<file path="config.mk">
export PLATFORM = sky130hd
export DESIGN_NAME = keyed_record_table_with_sort_unit
export DESIGN_NICKNAME = d
export VERILOG_FILES = /design/src/rtl/krt_pkg.sv /design/src/rtl/krt_datapath.sv /design/src/rtl/krt_ctrl.sv /design/src/rtl/keyed_record_table_with_sort_unit.sv
export SDC_FILE = /design/constraint.sdc
export NUM_CORES = 2
export LEC_CHECK = 0
export ABC_AREA = 1
export BUFFER_PORTS_ARGS = -buffer_cell sky130_fd_sc_hd__buf_2
export CAP_MARGIN = 20
export CORE_ASPECT_RATIO = 1.75
export CORE_MARGIN = 2
export CORE_UTILIZATION = 60
export DETAILED_ROUTE_END_ITERATION = 6
export PLACE_DENSITY = 0.76
export SLEW_MARGIN = 20
export SYNTH_ARGS = -nofsm -noshare
export SYNTH_HDL_FRONTEND = slang
export SYNTH_HIERARCHICAL = 1
export SYNTH_SLANG_ARGS = --single-unit
</file>
<file path="constraint.sdc">
create_clock -name clk -period 9.8 [get_ports clk]
set_input_delay 0.98 -clock clk [delete_from_list [all_inputs] [get_ports clk]]
set_output_delay 0.98 -clock clk [all_outputs]
set_load 0.01 [all_outputs]
</file>
<file path="src/rtl/krt_pkg.sv">
// krt_pkg: shared types and codes for the keyed record table
// used by krt_ctrl, krt_datapath, krt_checker and the top level
// depends on nothing
package krt_pkg;

	// default table size
	localparam int unsigned KRT_DEPTH = 16;

	// operation codes on the func input
	localparam logic [2:0] FN_INSERT    = 3'd0;
	localparam logic [2:0] FN_UPDATE    = 3'd1;
	localparam logic [2:0] FN_DELETE    = 3'd2;
	localparam logic [2:0] FN_SEARCH    = 3'd3;
	localparam logic [2:0] FN_SORT_ASC  = 3'd4;
	localparam logic [2:0] FN_SORT_DESC = 3'd5;

	// result status codes
	typedef enum logic [1:0] {
		ST_OK        = 2'd0,
		ST_NOT_FOUND = 2'd1,
		ST_FULL      = 2'd2
	} status_t;

	// one stored record
	typedef struct packed {
		logic [31:0] key;
		logic [31:0] amount;
	} rec_t;

	// datapath micro-operations
	typedef enum logic [3:0] {
		OP_NONE,
		OP_LOAD,
		OP_SCAN,
		OP_INSERT,
		OP_UPDATE,
		OP_DEL_INIT,
		OP_DEL_RD,
		OP_DEL_WR,
		OP_DEL_END,
		OP_SORT_RD1,
		OP_SORT_LDI,
		OP_SORT_SHIFT,
		OP_SORT_PLACE
	} op_t;

	// controller to datapath command
	typedef struct packed {
		op_t     op;
		logic    emit;
		status_t st;
		logic    use_cur;
		logic    last;
	} dp_cmd_t;

	// datapath to controller status
	typedef struct packed {
		logic [2:0] func;
		logic       full;
		logic       fill_lt2;
		logic       hit;
		logic       scan_end;
		logic       have;
		logic       move;
		logic       j_is_one;
		logic       j_next_lt_fill;
		logic       i_next_lt_fill;
	} dp_stat_t;

endpackage

</file>
<file path="src/rtl/krt_datapath.sv">
// krt_datapath: record memory, fill count, scan and sort indexes, result registers
// depends on krt_pkg; driven by krt_ctrl through dp_cmd_t
module krt_datapath import krt_pkg::*; #(
	parameter int unsigned TABLE_DEPTH = KRT_DEPTH
) (
	input  logic               clk,
	input  logic               arst_n,
	input  logic [2:0]         func,
	input  logic signed [31:0] key,
	input  logic [31:0]        amount,
	input  dp_cmd_t            cmd,
	output dp_stat_t           stat,
	output logic               valid,
	output logic [1:0]         status,
	output logic signed [31:0] found_key,
	output logic [31:0]        found_amount,
	output logic [4:0]         entry_count,
	output logic               last
);

	localparam int unsigned IW = $clog2(TABLE_DEPTH);
	localparam int unsigned CW = $clog2(TABLE_DEPTH + 1);

	// record store, one write and one registered read per cycle
	rec_t mem [TABLE_DEPTH];
	rec_t rdata_s1;
	logic pend_s1;
	logic [CW-1:0] idx_s1;

	// request and working registers
	logic [2:0]  req_func_q;
	logic [31:0] req_key_q;
	logic [31:0] req_amt_q;
	logic [CW-1:0] fill_q;
	logic [CW-1:0] i_q;
	logic [CW-1:0] j_q;
	rec_t cur_q;
	logic have_q;

	// result registers
	logic        valid_q;
	status_t     status_q;
	logic [31:0] fkey_q;
	logic [31:0] famt_q;
	logic [4:0]  count_q;
	logic        last_q;

	logic [CW-1:0] fill_d;
	logic [CW-1:0] i_inc;
	logic [CW-1:0] j_inc;
	logic [CW-1:0] i_dec;
	logic [CW-1:0] j_dec;
	logic [CW-1:0] j_dec2;
	logic          i_lt_fill;
	logic          hit;
	logic          rd_en;
	logic [IW-1:0] rd_addr;
	logic          wr_en;
	logic [IW-1:0] wr_addr;
	rec_t          wr_data;

	assign i_inc     = i_q + 1'b1;
	assign j_inc     = j_q + 1'b1;
	assign i_dec     = i_q - 1'b1;
	assign j_dec     = j_q - 1'b1;
	assign j_dec2    = j_q - CW'(2);
	assign i_lt_fill = i_q < fill_q;
	assign hit       = pend_s1 && (rdata_s1.key == req_key_q);

	// status toward the controller
	always_comb begin
		stat.func           = req_func_q;
		stat.full           = fill_q >= CW'(TABLE_DEPTH);
		stat.fill_lt2       = fill_q < CW'(2);
		stat.hit            = hit;
		stat.scan_end       = !pend_s1 && !i_lt_fill;
		stat.have           = have_q;
		stat.move           = (req_func_q == FN_SORT_DESC) ?
		                      (rdata_s1.amount < cur_q.amount) :
		                      (rdata_s1.amount > cur_q.amount);
		stat.j_is_one       = j_q == CW'(1);
		stat.j_next_lt_fill = j_inc < fill_q;
		stat.i_next_lt_fill = i_inc < fill_q;
	end

	// memory port and fill count selection per operation
	always_comb begin
		rd_en   = 1'b0;
		rd_addr = i_q[IW-1:0];
		wr_en   = 1'b0;
		wr_addr = j_q[IW-1:0];
		wr_data = rdata_s1;
		fill_d  = fill_q;
		case (cmd.op)
			OP_SCAN: begin
				rd_en   = i_lt_fill;
				rd_addr = i_q[IW-1:0];
			end
			OP_INSERT: begin
				wr_en   = 1'b1;
				wr_addr = fill_q[IW-1:0];
				wr_data = '{key: req_key_q, amount: req_amt_q};
				fill_d  = fill_q + 1'b1;
			end
			OP_UPDATE: begin
				wr_en   = 1'b1;
				wr_addr = idx_s1[IW-1:0];
				wr_data = '{key: req_key_q, amount: req_amt_q};
			end
			OP_DEL_RD: begin
				rd_en   = 1'b1;
				rd_addr = j_inc[IW-1:0];
			end
			OP_DEL_WR: begin
				wr_en   = 1'b1;
				wr_addr = j_q[IW-1:0];
				wr_data = rdata_s1;
			end
			OP_DEL_END: begin
				fill_d = fill_q - 1'b1;
			end
			OP_SORT_RD1: begin
				rd_en   = 1'b1;
				rd_addr = IW'(1);
			end
			OP_SORT_LDI: begin
				rd_en   = 1'b1;
				rd_addr = i_dec[IW-1:0];
			end
			OP_SORT_SHIFT: begin
				wr_en   = 1'b1;
				wr_addr = j_q[IW-1:0];
				wr_data = rdata_s1;
				rd_en   = 1'b1;
				rd_addr = j_dec2[IW-1:0];
			end
			OP_SORT_PLACE: begin
				wr_en   = 1'b1;
				wr_addr = j_q[IW-1:0];
				wr_data = cur_q;
				rd_en   = 1'b1;
				rd_addr = i_inc[IW-1:0];
			end
			default: begin
				rd_en = 1'b0;
			end
		endcase
	end

	// record memory
	always_ff @(posedge clk) begin
		if (wr_en) begin
			mem[wr_addr] <= wr_data;
		end
		if (rd_en) begin
			rdata_s1 <= mem[rd_addr];
		end
	end

	// request capture and payload registers
	always_ff @(posedge clk) begin
		if (cmd.op == OP_LOAD) begin
			req_func_q <= func;
			req_key_q  <= key;
			req_amt_q  <= amount;
		end
		if (cmd.op == OP_SCAN) begin
			idx_s1 <= i_q;
			if (hit) begin
				cur_q <= rdata_s1;
			end
		end
		if (cmd.op == OP_SORT_LDI) begin
			cur_q <= rdata_s1;
		end
		if (cmd.emit) begin
			status_q <= cmd.st;
			last_q   <= cmd.last;
			fkey_q   <= cmd.use_cur ? cur_q.key : 32'd0;
			famt_q   <= cmd.use_cur ? cur_q.amount : 32'd0;
			count_q  <= 5'(fill_d);
		end
	end

	// indexes, fill count and flags
	always_ff @(posedge clk or negedge arst_n) begin
		if (!arst_n) begin
			fill_q  <= '0;
			i_q     <= '0;
			j_q     <= '0;
			pend_s1 <= 1'b0;
			have_q  <= 1'b0;
			valid_q <= 1'b0;
		end else begin
			fill_q  <= fill_d;
			valid_q <= cmd.emit;
			case (cmd.op)
				OP_LOAD: begin
					i_q     <= '0;
					pend_s1 <= 1'b0;
					have_q  <= 1'b0;
				end
				OP_SCAN: begin
					pend_s1 <= i_lt_fill;
					if (i_lt_fill) begin
						i_q <= i_inc;
					end
					if (hit) begin
						have_q <= 1'b1;
					end
				end
				OP_DEL_INIT:   j_q <= idx_s1;
				OP_DEL_WR:     j_q <= j_inc;
				OP_SORT_RD1:   i_q <= CW'(1);
				OP_SORT_LDI:   j_q <= i_q;
				OP_SORT_SHIFT: j_q <= j_dec;
				OP_SORT_PLACE: i_q <= i_inc;
				default: begin
					pend_s1 <= pend_s1;
				end
			endcase
		end
	end

	assign valid        = valid_q;
	assign status       = status_q;
	assign found_key    = fkey_q;
	assign found_amount = famt_q;
	assign entry_count  = count_q;
	assign last         = last_q;

endmodule

</file>
<file path="src/rtl/krt_ctrl.sv">
// krt_ctrl: operation sequencer for the keyed record table
// depends on krt_pkg; commands krt_datapath through dp_cmd_t
module krt_ctrl import krt_pkg::*; (
	input  logic     clk,
	input  logic     arst_n,
	input  logic     start,
	input  dp_stat_t stat,
	output dp_cmd_t  cmd,
	output logic     busy
);

	typedef enum logic [2:0] {
		S_IDLE,
		S_DISPATCH,
		S_SCAN,
		S_DEL_CHK,
		S_DEL_WR,
		S_SORT_LDI,
		S_SORT_CMP,
		S_SORT_FIX
	} state_t;

	state_t state_q;
	state_t state_d;
	logic   busy_q;

	// next state and command
	always_comb begin
		state_d     = state_q;
		cmd.op      = OP_NONE;
		cmd.emit    = 1'b0;
		cmd.st      = ST_OK;
		cmd.use_cur = 1'b0;
		cmd.last    = 1'b1;
		case (state_q)
			S_IDLE: begin
				if (start) begin
					cmd.op  = OP_LOAD;
					state_d = S_DISPATCH;
				end
			end
			S_DISPATCH: begin
				case (stat.func)
					FN_INSERT: begin
						cmd.emit = 1'b1;
						if (stat.full) begin
							cmd.st = ST_FULL;
						end else begin
							cmd.op = OP_INSERT;
						end
						state_d = S_IDLE;
					end
					FN_UPDATE, FN_DELETE, FN_SEARCH: begin
						state_d = S_SCAN;
					end
					FN_SORT_ASC, FN_SORT_DESC: begin
						if (stat.fill_lt2) begin
							cmd.emit = 1'b1;
							state_d  = S_IDLE;
						end else begin
							cmd.op  = OP_SORT_RD1;
							state_d = S_SORT_LDI;
						end
					end
					default: begin
						cmd.emit = 1'b1;
						state_d  = S_IDLE;
					end
				endcase
			end
			S_SCAN: begin
				case (stat.func)
					FN_SEARCH: begin
						// hold each hit so the final one can carry last
						cmd.op = OP_SCAN;
						if (stat.hit && stat.have) begin
							cmd.emit    = 1'b1;
							cmd.use_cur = 1'b1;
							cmd.last    = 1'b0;
						end else if (stat.scan_end) begin
							cmd.emit    = 1'b1;
							cmd.use_cur = stat.have;
							cmd.st      = stat.have ? ST_OK : ST_NOT_FOUND;
							state_d     = S_IDLE;
						end
					end
					FN_UPDATE, FN_DELETE: begin
						if (stat.hit) begin
							if (stat.func == FN_UPDATE) begin
								cmd.op   = OP_UPDATE;
								cmd.emit = 1'b1;
								state_d  = S_IDLE;
							end else begin
								cmd.op  = OP_DEL_INIT;
								state_d = S_DEL_CHK;
							end
						end else if (stat.scan_end) begin
							cmd.emit = 1'b1;
							cmd.st   = ST_NOT_FOUND;
							state_d  = S_IDLE;
						end else begin
							cmd.op = OP_SCAN;
						end
					end
					default: begin
						state_d = S_IDLE;
					end
				endcase
			end
			// delete: move later records down one slot
			S_DEL_CHK: begin
				if (stat.j_next_lt_fill) begin
					cmd.op  = OP_DEL_RD;
					state_d = S_DEL_WR;
				end else begin
					cmd.op   = OP_DEL_END;
					cmd.emit = 1'b1;
					state_d  = S_IDLE;
				end
			end
			S_DEL_WR: begin
				cmd.op  = OP_DEL_WR;
				state_d = S_DEL_CHK;
			end
			// insertion sort: pick up record i, walk it down
			S_SORT_LDI: begin
				cmd.op  = OP_SORT_LDI;
				state_d = S_SORT_CMP;
			end
			S_SORT_CMP: begin
				if (stat.move) begin
					cmd.op  = OP_SORT_SHIFT;
					state_d = stat.j_is_one ? S_SORT_FIX : S_SORT_CMP;
				end else begin
					cmd.op = OP_SORT_PLACE;
					if (stat.i_next_lt_fill) begin
						state_d = S_SORT_LDI;
					end else begin
						cmd.emit = 1'b1;
						state_d  = S_IDLE;
					end
				end
			end
			S_SORT_FIX: begin
				cmd.op = OP_SORT_PLACE;
				if (stat.i_next_lt_fill) begin
					state_d = S_SORT_LDI;
				end else begin
					cmd.emit = 1'b1;
					state_d  = S_IDLE;
				end
			end
			default: begin
				state_d = S_IDLE;
			end
		endcase
	end

	// state and busy flag
	always_ff @(posedge clk or negedge arst_n) begin
		if (!arst_n) begin
			state_q <= S_IDLE;
			busy_q  <= 1'b0;
		end else begin
			state_q <= state_d;
			busy_q  <= state_d != S_IDLE;
		end
	end

	assign busy = busy_q;

endmodule

</file>
<file path="src/rtl/keyed_record_table_with_sort_unit.sv">
// keyed_record_table_with_sort_unit: top level of the keyed record table
// depends on krt_pkg, krt_ctrl and krt_datapath
//
// usage:
//  - an item (func, key, amount) is taken at a clock edge with start high
//    and busy low; busy rises the cycle after and falls as the last result
//    shows, so the next item can be taken at the edge that ends that result
//  - each result shows on status, found_key, found_amount, entry_count and last
//    for exactly one cycle with valid high; the receiver cannot stall
//  - insert, undefined func, sort of fewer than two records: the result
//    is decided in the dispatch state and shows from the result registers
//  - update, delete, search walk the table one entry per cycle: a search or a
//    miss gives its final result once the walk ends; update and delete stop at
//    the first hit, delete then moves each later record down via S_DEL_CHK, S_DEL_WR
//  - sort is an insertion sort by amount; the memory has one read and one
//    write port: S_SORT_LDI loads each record, S_SORT_CMP shifts passed
//    records up and places it, or S_SORT_FIX places it at the bottom
//  - search gives one result per hit, last set on the final one
//  - reset clears the fill count and control; record contents are not
//    cleared and are only read once written
module keyed_record_table_with_sort_unit import krt_pkg::*; #(
	parameter int unsigned TABLE_DEPTH = KRT_DEPTH
) (
	input  logic               clk,
	input  logic               arst_n,
	input  logic               start,
	output logic               busy,
	input  logic [2:0]         func,
	input  logic signed [31:0] key,
	input  logic [31:0]        amount,
	output logic               valid,
	output logic [1:0]         status,
	output logic signed [31:0] found_key,
	output logic [31:0]        found_amount,
	output logic [4:0]         entry_count,
	output logic               last
);

	dp_cmd_t  cmd;
	dp_stat_t stat;

	// sequencer
	krt_ctrl u_ctrl (
		.clk    (clk),
		.arst_n (arst_n),
		.start  (start),
		.stat   (stat),
		.cmd    (cmd),
		.busy   (busy)
	);

	// record memory and result registers
	krt_datapath #(
		.TABLE_DEPTH (TABLE_DEPTH)
	) u_dp (
		.clk          (clk),
		.arst_n       (arst_n),
		.func         (func),
		.key          (key),
		.amount       (amount),
		.cmd          (cmd),
		.stat         (stat),
		.valid        (valid),
		.status       (status),
		.found_key    (found_key),
		.found_amount (found_amount),
		.entry_count  (entry_count),
		.last         (last)
	);

endmodule

</file>
==> results by group <==
Run
  • Max Cap Viol: 0

Synth
  • Syn avg cell area: 11.0 µm²
  • Number of synthesized flops with an enable pin: 1,296
  • Yosys cell types: 46
  • #FFs+latches synth: 1,318
  • Post-synthesis cell count: 5,301
  • Post-Syn Area: 58,300 µm²
  • Main flop type after synthesis: edfxtp_1
  • Ys Warns: 6
  • Asr flop ratio synth: 1.67%
  • Net count after synthesis: 5,427
  • Sequential fraction of the synthesis area: 67.6%

Timing
  • Number of setup violations in the final report: 0
  • Max-Slew Margin vs Limit: between 8 and 9%
  • Tcrit/Tclk final: 75.3%
  • Setup TNS: 0 ns
  • Max-slew violation count: 0
  • Final hold vios: 0
  • Min Tclk post-route: around 7.4 ns
  • Max Freq: between 100 and 150 MHz
  • Clock Skew: 0.0346 ns
  • Tightest Pin Transition: approximately 1.4 ns
  • RSZ-0062 raised after global routing: false

Detailed routing
  • Iter 0 DRT Violations: 5,405
  • Wirelength per Cell: 22.9 µm
  • Vias/cell: ~6
  • Total wire length: 154,000 µm
  • Residual DRC: 0
  • Via count: approximately 40,000
  • Number of nets still failing antenna checks after routing: 0
  • DRT Pass-1 Iters: 6

Global route
  • Pin count of the biggest net entering global routing: 211
  • Vias in the first global route: approximately 39,000
  • Gr usage total: a little under a third
  • GRT overflow: 0
  • Initial antenna violation count: 2
  • First-pass GRT wire length: 230,000 µm

Cells and area
  • Area Growth Syn to Fin: 9.76%
  • Commonest non-fill, non-tap cells in the layout: edfxtp_1 (1,296), nand3_1 (1,184), nand2_1 (962), inv_1 (885), nand3b_1 (194)
  • Seq. cell area: slightly below 40,000 µm²
  • Nets: 5,467
  • Layout cell share with drive strength beyond 1: 8.46%
  • Ant diodes: 0
  • Commonest non-fill, non-tap cell in the layout: edfxtp_1
  • Final-layout fill cell count: 6,947
  • Core Util, Final: 66.3%
  • Multi-input combinational cell area: 14,300 µm²

Worst setup path
  • CP Class: register to register
  • CP top delay family: simple AND/OR/NAND/NOR gates
  • Worst path required time: 10.27 ns
  • CP bufs+invs: 5
  • Crit-path max FO: 210
  • CP most frequent cell: nand2_1
  • Crit-path max cell delay: 0.98 ns
  • Arr. time, crit path: 7.86 ns
  • Worst path slowest cell: buf_4
  • Crit. End Element: register
  • Setup crit start kind: register

Clock tree
  • Clk buf depth: 3
  • CTS resizes: 0
  • Total CTS buffers: approximately 110
  • Clock Latency Late Sink: 0.74 ns
  • Postcts setup bufs: 0
  • Clk sink count: 1,318
  • Htree depth: 3
  • Hold-fix buffers, CTS: 0
  • CTS tree: built
  • Root Buffer: clkbuf_16
  • Clock transition at path regs: 0.07 ns

Floorplanning
  • Die H: 417 µm
  • Top Ports: 144
  • Initial Util: around three fifths
  • Core ar.: 96,500 µm²
  • Rows: 151
  • Die Wd: roughly 240 µm
  • Die Area: 99,800 µm²

Place
  • Post-DP HPWL: 80,600 µm
  • Port bufs: 143
  • Gpl congestion: 1.01

Min path
  • Hold/Removal Path Class: input port to asynchronous set/reset pin

Run status
  • Outcome: finished, final reports clean
## cell usage after synthesis, types with 2 or more instances
master | number | area, µm²
nand2_2 | 3 | 18.8
buf_1 | 27 | 101
ha_1 | 55 | 688
o2111ai_1 | 4 | 35.0
inv_1 | 887 | 3330
xor2_1 | 16 | 140
inv_2 | 13 | 48.8
nand2_1 | 965 | 3620
or2_2 | 10 | 62.6
nor3_1 | 10 | 50.1
a21oi_1 | 40 | 200
buf_2 | 185 | 926
nand4_1 | 26 | 163
nor3_2 | 2 | 20.0
clkbuf_1 | 49 | 184
xnor2_1 | 3 | 26.3
a22oi_1 | 64 | 480
nand3b_1 | 194 | 1460
o21a_1 | 2 | 15.0
nand3_1 | 1186 | 5940
o21ai_0 | 66 | 330
buf_4 | 37 | 278
o22ai_1 | 12 | 75.1
edfxtp_1 | 1296 | 38900
nor2_1 | 80 | 300
o211ai_1 | 5 | 37.5
nor2_2 | 7 | 43.8
nand2_4 | 3 | 33.8
a2111oi_0 | 3 | 26.3
dfrtp_1 | 22 | 551
nor4_1 | 8 | 50.1
clkinv_1 | 2 | 7.51
o221ai_1 | 3 | 26.3
o21ai_1 | 4 | 20.0
## routing by layer
layer	part of all wire, %	routed length, µm	vias to the layer above	global-route usage, %
li1	-	-	18100	-
met5	0.013	20	-	0
met3	11	16300	500	5.39
met1	35	54500	19300	39.2
met2	49	75400	2529	50.7
met4	5.1	7830	4	16.2
## logic make-up (layout without fill, tap and decap cells)
group / after synthesis / count (layout) / share of synthesized area [%]
simple gates: 2498 / 2498 / 20.2
flops: 1318 / 1318 / 67.6
buf+inv: 1201 / 1338 / 8.37
compound gates: 209 / 209 / 2.23
fa+ha+maj: 56 / 56 / 1.21
xor+xnor: 19 / 19 / 0.285
## worst paths after layout
path	slack [ns]	endpoint	cells after the start	startpoint
max	2.42	u_dp/rdata_s1[41]$_DFFE_PP_	27	u_dp/rdata_s1[28]$_DFFE_PP_
min	0.26	u_dp/valid$_DFF_PN0_	1	arst_n
max reg2reg	2.42	u_dp/rdata_s1[41]$_DFFE_PP_	27	u_dp/rdata_s1[28]$_DFFE_PP_
min reg2reg	0.49	u_dp/cur_q[55]$_DFFE_PP_	0	u_dp/rdata_s1[55]$_DFFE_PP_
max in group asynchronous	9.13	u_dp/j_q[3]$_DFFE_PN0P_	1	arst_n
min in group clk	0.41	u_dp/req_key_q[23]$_DFFE_PP_	1	key[23]
## sequential cells by signal (all words and copies together) (netlist names), 5 cells and up
name and count:
u_dp/idx_s1 5, u_dp/rdata_s1 64, u_dp/i_q 5, u_dp/req_amt_q 32, u_dp/found_key 32, u_dp/found_amount 32
u_dp/fill_q 5, u_dp/entry_count 5, u_dp/mem 1024, u_dp/j_q 5, u_dp/req_key_q 32, u_dp/cur_q 64
## layout make-up
type	instances	area share, %
flip-flops and latches	1318	61.6
multi-input cells	2782	22.3
inverters	902	5.30
clock buffers	135	4.61
well taps	1300	2.54
repair buffers	223	2.49
clock inverters	78	1.16
## stage by stage
stage	setup WS, ns	hold WS (ns)	cells	area [µm²]
after floorplan	3.43	0.450	5301	58300
after global placement	2.70	0.463	6525	60300
after detailed placement	2.67	0.477	6525	60300
after CTS	2.59	0.216	6738	64000
after global routing	1.90	0.255	6738	64000
final	2.42	0.260	6738	64000
Power is left out: the tool's default activity adds up to more than one toggle a clock period on the data nets, which glitch-free logic cannot reach.
